[config.mk]
export PLATFORM = sky130hd
export DESIGN_NAME = multi_led_blink_controller
export DESIGN_NICKNAME = d
export VERILOG_FILES = /design/src/rtl/mlbc_pkg.sv /design/src/rtl/mlbc_mem.sv /design/src/rtl/mlbc_core.sv /design/src/rtl/multi_led_blink_controller.sv
export VERILOG_INCLUDE_DIRS = /design/src /design/src/rtl
export SDC_FILE = /design/constraint.sdc
export NUM_CORES = 1
export LEC_CHECK = 0
export BUFFER_PORTS_ARGS = -buffer_cell sky130_fd_sc_hd__buf_2
export CORE_MARGIN = 4
export CORE_UTILIZATION = 65
export CTS_CLUSTER_SIZE = 10
export DETAILED_ROUTE_END_ITERATION = 10
export PLACE_DENSITY = 0.95
export SYNTH_ARGS = -nofsm -noshare
export SYNTH_HDL_FRONTEND = slang
export SYNTH_SLANG_ARGS = --single-unit
[constraint.sdc]
create_clock -name clk -period 10.7 [get_ports clk]
set_input_delay 2.14 -clock clk [delete_from_list [all_inputs] [get_ports clk]]
set_output_delay 2.14 -clock clk [all_outputs]
set_load 0.02 [all_outputs]
[src/rtl/assert_macros.svh]
// assertion macros used by the top-level rtl file
`ifndef ASSERT_MACROS_SVH
`define ASSERT_MACROS_SVH

`ifndef SYNTH

// condition holds at every clock edge out of reset
`define MLBC_ASSERT_ALWAYS(lbl, clk_s, rstn_s, expr) \
  lbl: assert property (@(posedge clk_s) disable iff (!(rstn_s)) (expr)) \
    else $error("assertion failed");

// antecedent in one cycle implies consequent in the next
`define MLBC_ASSERT_NEXT(lbl, clk_s, rstn_s, ante, cons) \
  lbl: assert property (@(posedge clk_s) disable iff (!(rstn_s)) (ante) |=> (cons)) \
    else $error("assertion failed");

`else

`define MLBC_ASSERT_ALWAYS(lbl, clk_s, rstn_s, expr)
`define MLBC_ASSERT_NEXT(lbl, clk_s, rstn_s, ante, cons)

`endif

`endif

[src/rtl/mlbc_pkg.sv]
// types and constants of the multi led blink controller
`timescale 1ns / 1ps

package mlbc_pkg;

  // number of driven leds, 1 to 8
  localparam int LED_COUNT = 3;
  localparam int IDX_W     = (LED_COUNT > 1) ? $clog2(LED_COUNT) : 1;

  localparam int IN_DATA_W  = 56;
  localparam int OUT_DATA_W = 8;
  localparam int STEP_W     = 8;
  localparam int TIME_W     = 16;

  localparam logic [STEP_W-1:0] TICK_STEP_RESET = 8'd10;

  // item kinds carried in tuser
  localparam logic KIND_TICK = 1'b0;
  localparam logic KIND_SET  = 1'b1;

  typedef enum logic [1:0] {
    MODE_OFF     = 2'd0,
    MODE_ON      = 2'd1,
    MODE_COUNTED = 2'd2,
    MODE_FOREVER = 2'd3
  } mode_t;

  // one led's state word
  typedef struct packed {
    mode_t             mode;
    logic [TIME_W-1:0] on_time;
    logic [TIME_W-1:0] period;
    logic [TIME_W-1:0] remaining;
    logic [TIME_W-1:0] timer;
  } entry_t;

  typedef struct packed {
    logic             we;
    logic [IDX_W-1:0] addr;
    entry_t           data;
  } mem_wr_t;

  typedef struct packed {
    logic             re;
    logic [IDX_W-1:0] addr;
  } mem_rd_t;

  // finished tick result from the sequencer
  typedef struct packed {
    logic                  valid;
    logic [OUT_DATA_W-1:0] levels;
  } res_t;

endpackage

[src/rtl/mlbc_mem.sv]
// led state memory, one write and one registered read port
`timescale 1ns / 1ps

module mlbc_mem
  import mlbc_pkg::*;
(
  input  logic    clk,
  input  logic    rst_n,
  input  mem_wr_t wr,
  input  mem_rd_t rd,
  output entry_t  rdata
);

  entry_t               mem [LED_COUNT];
  logic [LED_COUNT-1:0] valid_r;
  entry_t               rdata_r;
  logic                 rvalid_r;

  // data array, no reset
  always_ff @(posedge clk) begin
    if (wr.we) begin
      mem[wr.addr] <= wr.data;
    end
    if (rd.re) begin
      rdata_r <= mem[rd.addr];
    end
  end

  // per-entry valid bits, an unwritten entry reads as all zero (led off)
  always_ff @(posedge clk) begin
    if (!rst_n) begin
      valid_r  <= '0;
      rvalid_r <= 1'b0;
    end else begin
      if (wr.we) begin
        valid_r[wr.addr] <= 1'b1;
      end
      if (rd.re) begin
        rvalid_r <= valid_r[rd.addr];
      end
    end
  end

  assign rdata = rvalid_r ? rdata_r : '0;

endmodule

[src/rtl/mlbc_core.sv]
// sequencer: applies set words and walks the leds on each tick
`timescale 1ns / 1ps

module mlbc_core
  import mlbc_pkg::*;
(
  input  logic                 clk,
  input  logic                 rst_n,
  input  logic                 in_valid,
  output logic                 in_ready,
  input  logic                 in_kind,
  input  logic [IN_DATA_W-1:0] in_data,
  input  logic                 cfg_we,
  input  logic [STEP_W-1:0]    cfg_wdata,
  input  logic                 out_free,
  output res_t                 res,
  output mem_wr_t              mem_wr,
  output mem_rd_t              mem_rd,
  input  entry_t               mem_rdata
);

  typedef enum logic [2:0] {
    S_IDLE = 3'b001,
    S_RUN  = 3'b010,
    S_HOLD = 3'b100
  } state_t;

  state_t               state_r, state_nxt;
  logic [IDX_W-1:0]     idx_r, idx_nxt;
  logic [LED_COUNT-1:0] levels_r, levels_nxt;
  logic [STEP_W-1:0]    step_r;

  logic                 in_fire;
  logic                 last;
  logic                 lit;
  logic                 at_end;
  logic [TIME_W-1:0]    rem_dec;
  logic [TIME_W-1:0]    timer_base;
  entry_t               upd;

  // set word fields
  logic [2:0]           f_index;
  logic [1:0]           f_mode;
  logic [TIME_W-1:0]    f_on_time;
  logic [TIME_W-1:0]    f_period;
  logic [TIME_W-1:0]    f_count;

  assign f_index   = in_data[2:0];
  assign f_mode    = in_data[4:3];
  assign f_on_time = in_data[20:5];
  assign f_period  = in_data[36:21];
  assign f_count   = in_data[52:37];

  assign in_ready = (state_r == S_IDLE);
  assign in_fire  = in_valid && in_ready;
  assign last     = (idx_r == IDX_W'(LED_COUNT - 1));

  // tick step register
  always_ff @(posedge clk) begin
    if (!rst_n) begin
      step_r <= TICK_STEP_RESET;
    end else if (cfg_we) begin
      step_r <= cfg_wdata;
    end
  end

  // per-led update on the entry just read
  always_comb begin
    upd        = mem_rdata;
    lit        = 1'b0;
    at_end     = (mem_rdata.timer >= mem_rdata.period);
    rem_dec    = (mem_rdata.remaining != '0) ? mem_rdata.remaining - 1'b1 : '0;
    timer_base = mem_rdata.timer;
    case (mem_rdata.mode)
      MODE_ON: begin
        lit = 1'b1;
      end
      MODE_COUNTED: begin
        lit = (mem_rdata.timer < mem_rdata.on_time);
        if (at_end) begin
          timer_base    = '0;
          upd.remaining = rem_dec;
          if (rem_dec == '0) begin
            upd.mode = MODE_OFF;
          end
        end
      end
      MODE_FOREVER: begin
        lit = (mem_rdata.timer <= mem_rdata.on_time);
        if (at_end) begin
          timer_base = '0;
        end
      end
      default: begin
        lit = 1'b0;
      end
    endcase
    upd.timer = TIME_W'(timer_base + {{(TIME_W - STEP_W){1'b0}}, step_r});
  end

  // sequencer
  always_comb begin
    state_nxt   = state_r;
    idx_nxt     = idx_r;
    levels_nxt  = levels_r;
    mem_wr      = '0;
    mem_rd      = '0;
    res.valid   = 1'b0;
    res.levels  = OUT_DATA_W'(levels_r);
    case (state_r)
      S_IDLE: begin
        if (in_fire) begin
          if (in_kind == KIND_SET) begin
            mem_wr.we             = ({1'b0, f_index} < 4'(LED_COUNT));
            mem_wr.addr           = f_index[IDX_W-1:0];
            mem_wr.data.mode      = mode_t'(f_mode);
            mem_wr.data.on_time   = f_on_time;
            mem_wr.data.period    = f_period;
            mem_wr.data.remaining = f_count;
            mem_wr.data.timer     = '0;
          end else begin
            mem_rd.re   = 1'b1;
            mem_rd.addr = '0;
            idx_nxt     = '0;
            state_nxt   = S_RUN;
          end
        end
      end
      S_RUN: begin
        // write back led idx_r while reading the next one, never the same entry
        mem_wr.we   = 1'b1;
        mem_wr.addr = idx_r;
        mem_wr.data = upd;
        // bits shift in from the top so led k lands at bit k after the walk
        levels_nxt  = (levels_r >> 1) | (LED_COUNT'(lit) << (LED_COUNT - 1));
        if (last) begin
          res.levels = OUT_DATA_W'(levels_nxt);
          if (out_free) begin
            res.valid = 1'b1;
            state_nxt = S_IDLE;
          end else begin
            state_nxt = S_HOLD;
          end
        end else begin
          idx_nxt     = IDX_W'(idx_r + 1'b1);
          mem_rd.re   = 1'b1;
          mem_rd.addr = idx_nxt;
        end
      end
      S_HOLD: begin
        if (out_free) begin
          res.valid = 1'b1;
          state_nxt = S_IDLE;
        end
      end
      default: begin
        state_nxt = S_IDLE;
      end
    endcase
  end

  always_ff @(posedge clk) begin
    if (!rst_n) begin
      state_r <= S_IDLE;
    end else begin
      state_r <= state_nxt;
    end
  end

  always_ff @(posedge clk) begin
    idx_r    <= idx_nxt;
    levels_r <= levels_nxt;
  end

endmodule

[src/rtl/multi_led_blink_controller.sv]
// top level of the multi led blink controller
`timescale 1ns / 1ps

// Drives LED_COUNT leds from per-led state words held in one small synchronous
// memory. A set word (tuser 1) loads one led's mode, on-time, period and count;
// an index at or beyond LED_COUNT is dropped. A tick word (tuser 0) first reads
// led 0 from memory, then does one read-modify-write per led through the single
// read port. Each tick yields one output word, the lit mask, held in an output
// register; if that register is still full when the walk ends, the tick waits
// there until the word is taken. tick_step is written through cfg_we/cfg_wdata
// while the block is idle, a rule the user must keep that the block does not
// enforce, and resets to 10.

`include "assert_macros.svh"

module multi_led_blink_controller
  import mlbc_pkg::*;
(
  input  logic                  clk,
  input  logic                  rst_n,
  input  logic                  in_tvalid,
  output logic                  in_tready,
  // led_index, mode, on_time, blink_period, flash_count
  input  logic [IN_DATA_W-1:0]  in_tdata,
  // kind
  input  logic                  in_tuser,
  output logic                  out_tvalid,
  input  logic                  out_tready,
  // led_levels
  output logic [OUT_DATA_W-1:0] out_tdata,
  input  logic                  cfg_we,
  input  logic [STEP_W-1:0]     cfg_wdata
);

  mem_wr_t               mem_wr;
  mem_rd_t               mem_rd;
  entry_t                mem_rdata;
  res_t                  res;
  logic                  out_free;
  logic                  out_valid_r;
  logic [OUT_DATA_W-1:0] out_data_r;

  mlbc_mem u_mem (
    .clk   (clk),
    .rst_n (rst_n),
    .wr    (mem_wr),
    .rd    (mem_rd),
    .rdata (mem_rdata)
  );

  mlbc_core u_core (
    .clk       (clk),
    .rst_n     (rst_n),
    .in_valid  (in_tvalid),
    .in_ready  (in_tready),
    .in_kind   (in_tuser),
    .in_data   (in_tdata),
    .cfg_we    (cfg_we),
    .cfg_wdata (cfg_wdata),
    .out_free  (out_free),
    .res       (res),
    .mem_wr    (mem_wr),
    .mem_rd    (mem_rd),
    .mem_rdata (mem_rdata)
  );

  // output register
  assign out_free = !out_valid_r || out_tready;

  always_ff @(posedge clk) begin
    if (!rst_n) begin
      out_valid_r <= 1'b0;
    end else if (res.valid) begin
      out_valid_r <= 1'b1;
    end else if (out_tready) begin
      out_valid_r <= 1'b0;
    end
  end

  always_ff @(posedge clk) begin
    if (res.valid) begin
      out_data_r <= res.levels;
    end
  end

  assign out_tvalid = out_valid_r;
  assign out_tdata  = out_data_r;

  // checks
  `MLBC_ASSERT_ALWAYS(a_no_overwrite, clk, rst_n, !(res.valid && out_valid_r && !out_tready))
  `MLBC_ASSERT_NEXT(a_tick_busy, clk, rst_n, in_tvalid && in_tready && (in_tuser == KIND_TICK), !in_tready)
  `MLBC_ASSERT_NEXT(a_set_single, clk, rst_n, in_tvalid && in_tready && (in_tuser == KIND_SET), in_tready)
  `MLBC_ASSERT_ALWAYS(a_no_rw_clash, clk, rst_n, !(mem_wr.we && mem_rd.re && (mem_wr.addr == mem_rd.addr)))

endmodule
==> results by group <==
Run status
  • Status: completed

Cells and area
  • Share of cells above drive strength 1: 12.7%
  • Post-route design area: 14700 sq um
  • Area growth, synth to finish: 10.7%
  • N_diodes: 0
  • Most common cell after layout, fill and taps aside: edfxtp_1
  • Commonest non-fill, non-tap cells in the layout: edfxtp_1 (272), nand2_1 (188), o21ai_0 (105)
  • Final Net Count: 1230

GRT
  • Initial antenna violation count: 0
  • GRT Resource Usage Total: 27.7%
  • Number of global-route vias before repair: 9133
  • Gr ovfl total: 0
  • Pin count of the biggest net entering global routing: 69
  • First-pass GRT wire length: 48.5 mm

Route
  • Vias per cell: 6.50
  • Drt wl/cell: 22.4 um
  • Remaining antenna violation count: 0
  • DRT iter0 DRCs: 1053
  • DR DRC count: 0
  • Via count: 9092
  • Total Routed Length: 31.3 mm
  • Drt first pass iters: 7

Power and ir drop
  • Gate power share: 6.4%
  • Sw Pwr: 537 uW
  • PD cells: 165 nW/um^2
  • Sw Share: 22.1%
  • Leakage: 0.00501 uW
  • Register share of total power: 52.4%
  • Worst IR Drop VDD: 124 uV
  • Clock power share: 41.3%
  • Int Pwr: 1890 uW

Setup path
  • Worst Setup Start Kind: flip-flop
  • Max incr delay on CP: 0.86 ns
  • Slowest CP cell: dfxtp_2
  • Arr. time, crit path: 6.38 ns
  • CP Max Fanout: 36
  • WP data required: 10.94 ns
  • Critical Setup Path Class: reg2reg
  • Kind of end point of the critical path: flip-flop
  • CP delay by family, top: compound AO/OA/AOI/OAI gates
  • Worst Path Buf+Inv: 1
  • Worst-path cell chain: buf_4 > nand2_1 > ha_1 > nand4_1 > nor3_1 > o2111ai_4 > nand2_1 > nor2_1 > ha_1 > fa_1 > a21o_1 > a21oi_1 > o21ai_0 > o41ai_1 > nand3b_1 > xor2_1 > nor2_1

Timing
  • Max Transition Viols Final: 0
  • Final Hold Viols: 0
  • Fin crit share: 57.3%
  • Rel. slew slack: 26.2%
  • Final setup TNS: 0 ns
  • Slew @ Worst Pin: 1.10 ns
  • Final min period: 6.13 ns
  • RSZ-0062 raised after global routing: false
  • Hold slack: 0.474 ns
  • Max Clock Skew: 0.0287 ns
  • Max frequency: 163 MHz
  • Final setup vio count: 0

Clock network
  • CTS clk-pin slew, worst paths: 0.06 ns
  • Hold_buf cts: 0
  • Clk Tree Root Cell: clkbuf_16
  • # H-tree levels: 2
  • Post-CTS Setup Inserts: 0
  • Number of clock sinks: 288
  • TritonCTS buffer count: 34
  • Worst skew pair latency: 0.52 ns
  • Clock tree from TritonCTS: built
  • CTS max path bufs: 3
  • Post_cts resized: 0

Synthesis
  • Top cell type's share of synthesized area: 61.4%
  • Library cells used by synthesis: 71
  • Number of synthesized flops with an enable pin: 272
  • Post-synthesis sequential area ratio: 63.8%
  • Synthesized cell area: 13300 sq um
  • Syn Inst Count: 1056
  • Warning count from the yosys run: 0
  • Synth area leaders: edfxtp_1 (61%), mux2i_1 (5.7%), nand2_1 (5.3%), ha_1 (4.1%), o21ai_0 (4.0%)
  • Async SR Flop Fraction: 0%
  • Post-synth top area cell: edfxtp_1
  • Syn_area_per_cell: 12.6 sq um
  • Synth Flop Type: edfxtp_1
  • Synthesized flop and latch total: 288

Die
  • Die X: 151 um
  • Rows: 52
  • Die Ht: 151 um
  • Core area: 20200 sq um
  • Die area: 22800 sq um
  • IO Count: 80
  • Starting Density: 65.9%

Worst hold path
  • Class of the worst hold path: reg2reg

Flow run
  • Max Cap Violations: 0

Placement
  • Port Buffers: 71
  • DP HPWL: 18.1 mm
  • GPL Wtd Cong: 0.865
  • Placed inst area: 13800 sq um
metrics by stage:
step	utilization, %	setup slack (ns)	std cells	power, uW
4_1_cts	73.0	4.80	1398	2430
3_5_place_dp	68.4	5.03	1349	1440
5_1_grt	73.0	4.29	1398	2500
2_1_floorplan	-	2.71	1060	1390
3_3_place_gp	68.4	5.19	1349	1430
6_report	73.0	4.57	1398	2430
synthesized netlist by cell type, types with 5 or more instances:
library cell,n
nand2_1,188
nor2b_1,12
o21ai_0,106
nor4_1,5
nand2b_1,10
ha_1,44
xnor2_1,13
buf_6,8
nor2_1,37
mux2i_1,76
nand4_1,6
dfxtp_1,16
nand3_1,13
and3_1,8
nand3b_1,7
xor2_1,6
clkbuf_1,29
a21oi_1,22
o21ai_1,10
nor3_1,13
buf_4,8
a21o_1,8
inv_1,15
and2_1,19
o21a_1,8
buf_2,13
edfxtp_1,272
a221o_1,8
layer usage:
layer,GRT usage [%],routed length [um],vias to the layer above,share of wire (%)
met2,46.4,15600,604,50
li1,-,-,4016,-
met1,34.8,11200,4333,36
met4,13.9,1440,0,4.6
met3,4.91,2980,139,9.5
met5,0,0,-,0
worst paths after layout:
| kind | start | end | slack (ns) | depth (start not counted) |
|---|---|---|---|---|
| setup / recovery | u_mem.rvalid_r$_SDFFE_PN0P_ | u_mem.mem[0][10]$_DFFE_PP_ | 4.57 | 17 |
| hold / removal | u_core.levels_r[1]$_DFFE_PP_ | u_core.levels_r[0]$_DFFE_PP_ | 0.47 | 0 |
| setup reg to reg | u_mem.rvalid_r$_SDFFE_PN0P_ | u_mem.mem[0][10]$_DFFE_PP_ | 4.57 | 17 |
| hold reg to reg | u_core.levels_r[1]$_DFFE_PP_ | u_core.levels_r[0]$_DFFE_PP_ | 0.47 | 0 |
power by group through the flow:
| stage | combinational [uW] | clock, uW | sequential [uW] |
|---|---|---|---|
| final | 154 | 1000 | 1270 |
| after global routing | 166 | 1060 | 1270 |
| after CTS | 151 | 1010 | 1270 |
| after detailed placement | 144 | 0 | 1290 |
| after global placement | 136 | 0 | 1290 |
| after floorplan | 101 | 0 | 1290 |
sequential cells by signal, indices dropped and copies added, names as in the netlist:
name	count
u_core.state_r	3
u_mem.mem	198
u_mem.valid_r	3
u_core.levels_r	3
u_mem.rvalid_r	1
out_tdata	3
u_core.step_r	8
out_tvalid	1
u_mem.rdata_r	66
u_core.idx_r	2
final cells by class:
cell class | count | area [sq um]
multi-input cells | 696 | 4480
clock inverters | 3 | 33.8
repair buffers | 80 | 423
inverters | 15 | 56.3
clock buffers | 46 | 896
well taps | 270 | 338
flip-flops and latches | 288 | 8490
fillers | 1187 | 5450
cells by family (layout without fill, tap and decap cells):
group	count (synthesis)	after routing	synth area share, %
AOI/OAI and AO/OA	211	211	9.91
other	1	5	0.0282
adders and majority gates	45	45	4.29
xor gates and xnor gates	19	19	1.25
muxes	79	79	5.97
buffers and inverters	76	144	2.96
DFF	288	288	63.8
and+or+nand+nor	337	337	11.8
Power figures use the tool's default switching activity.
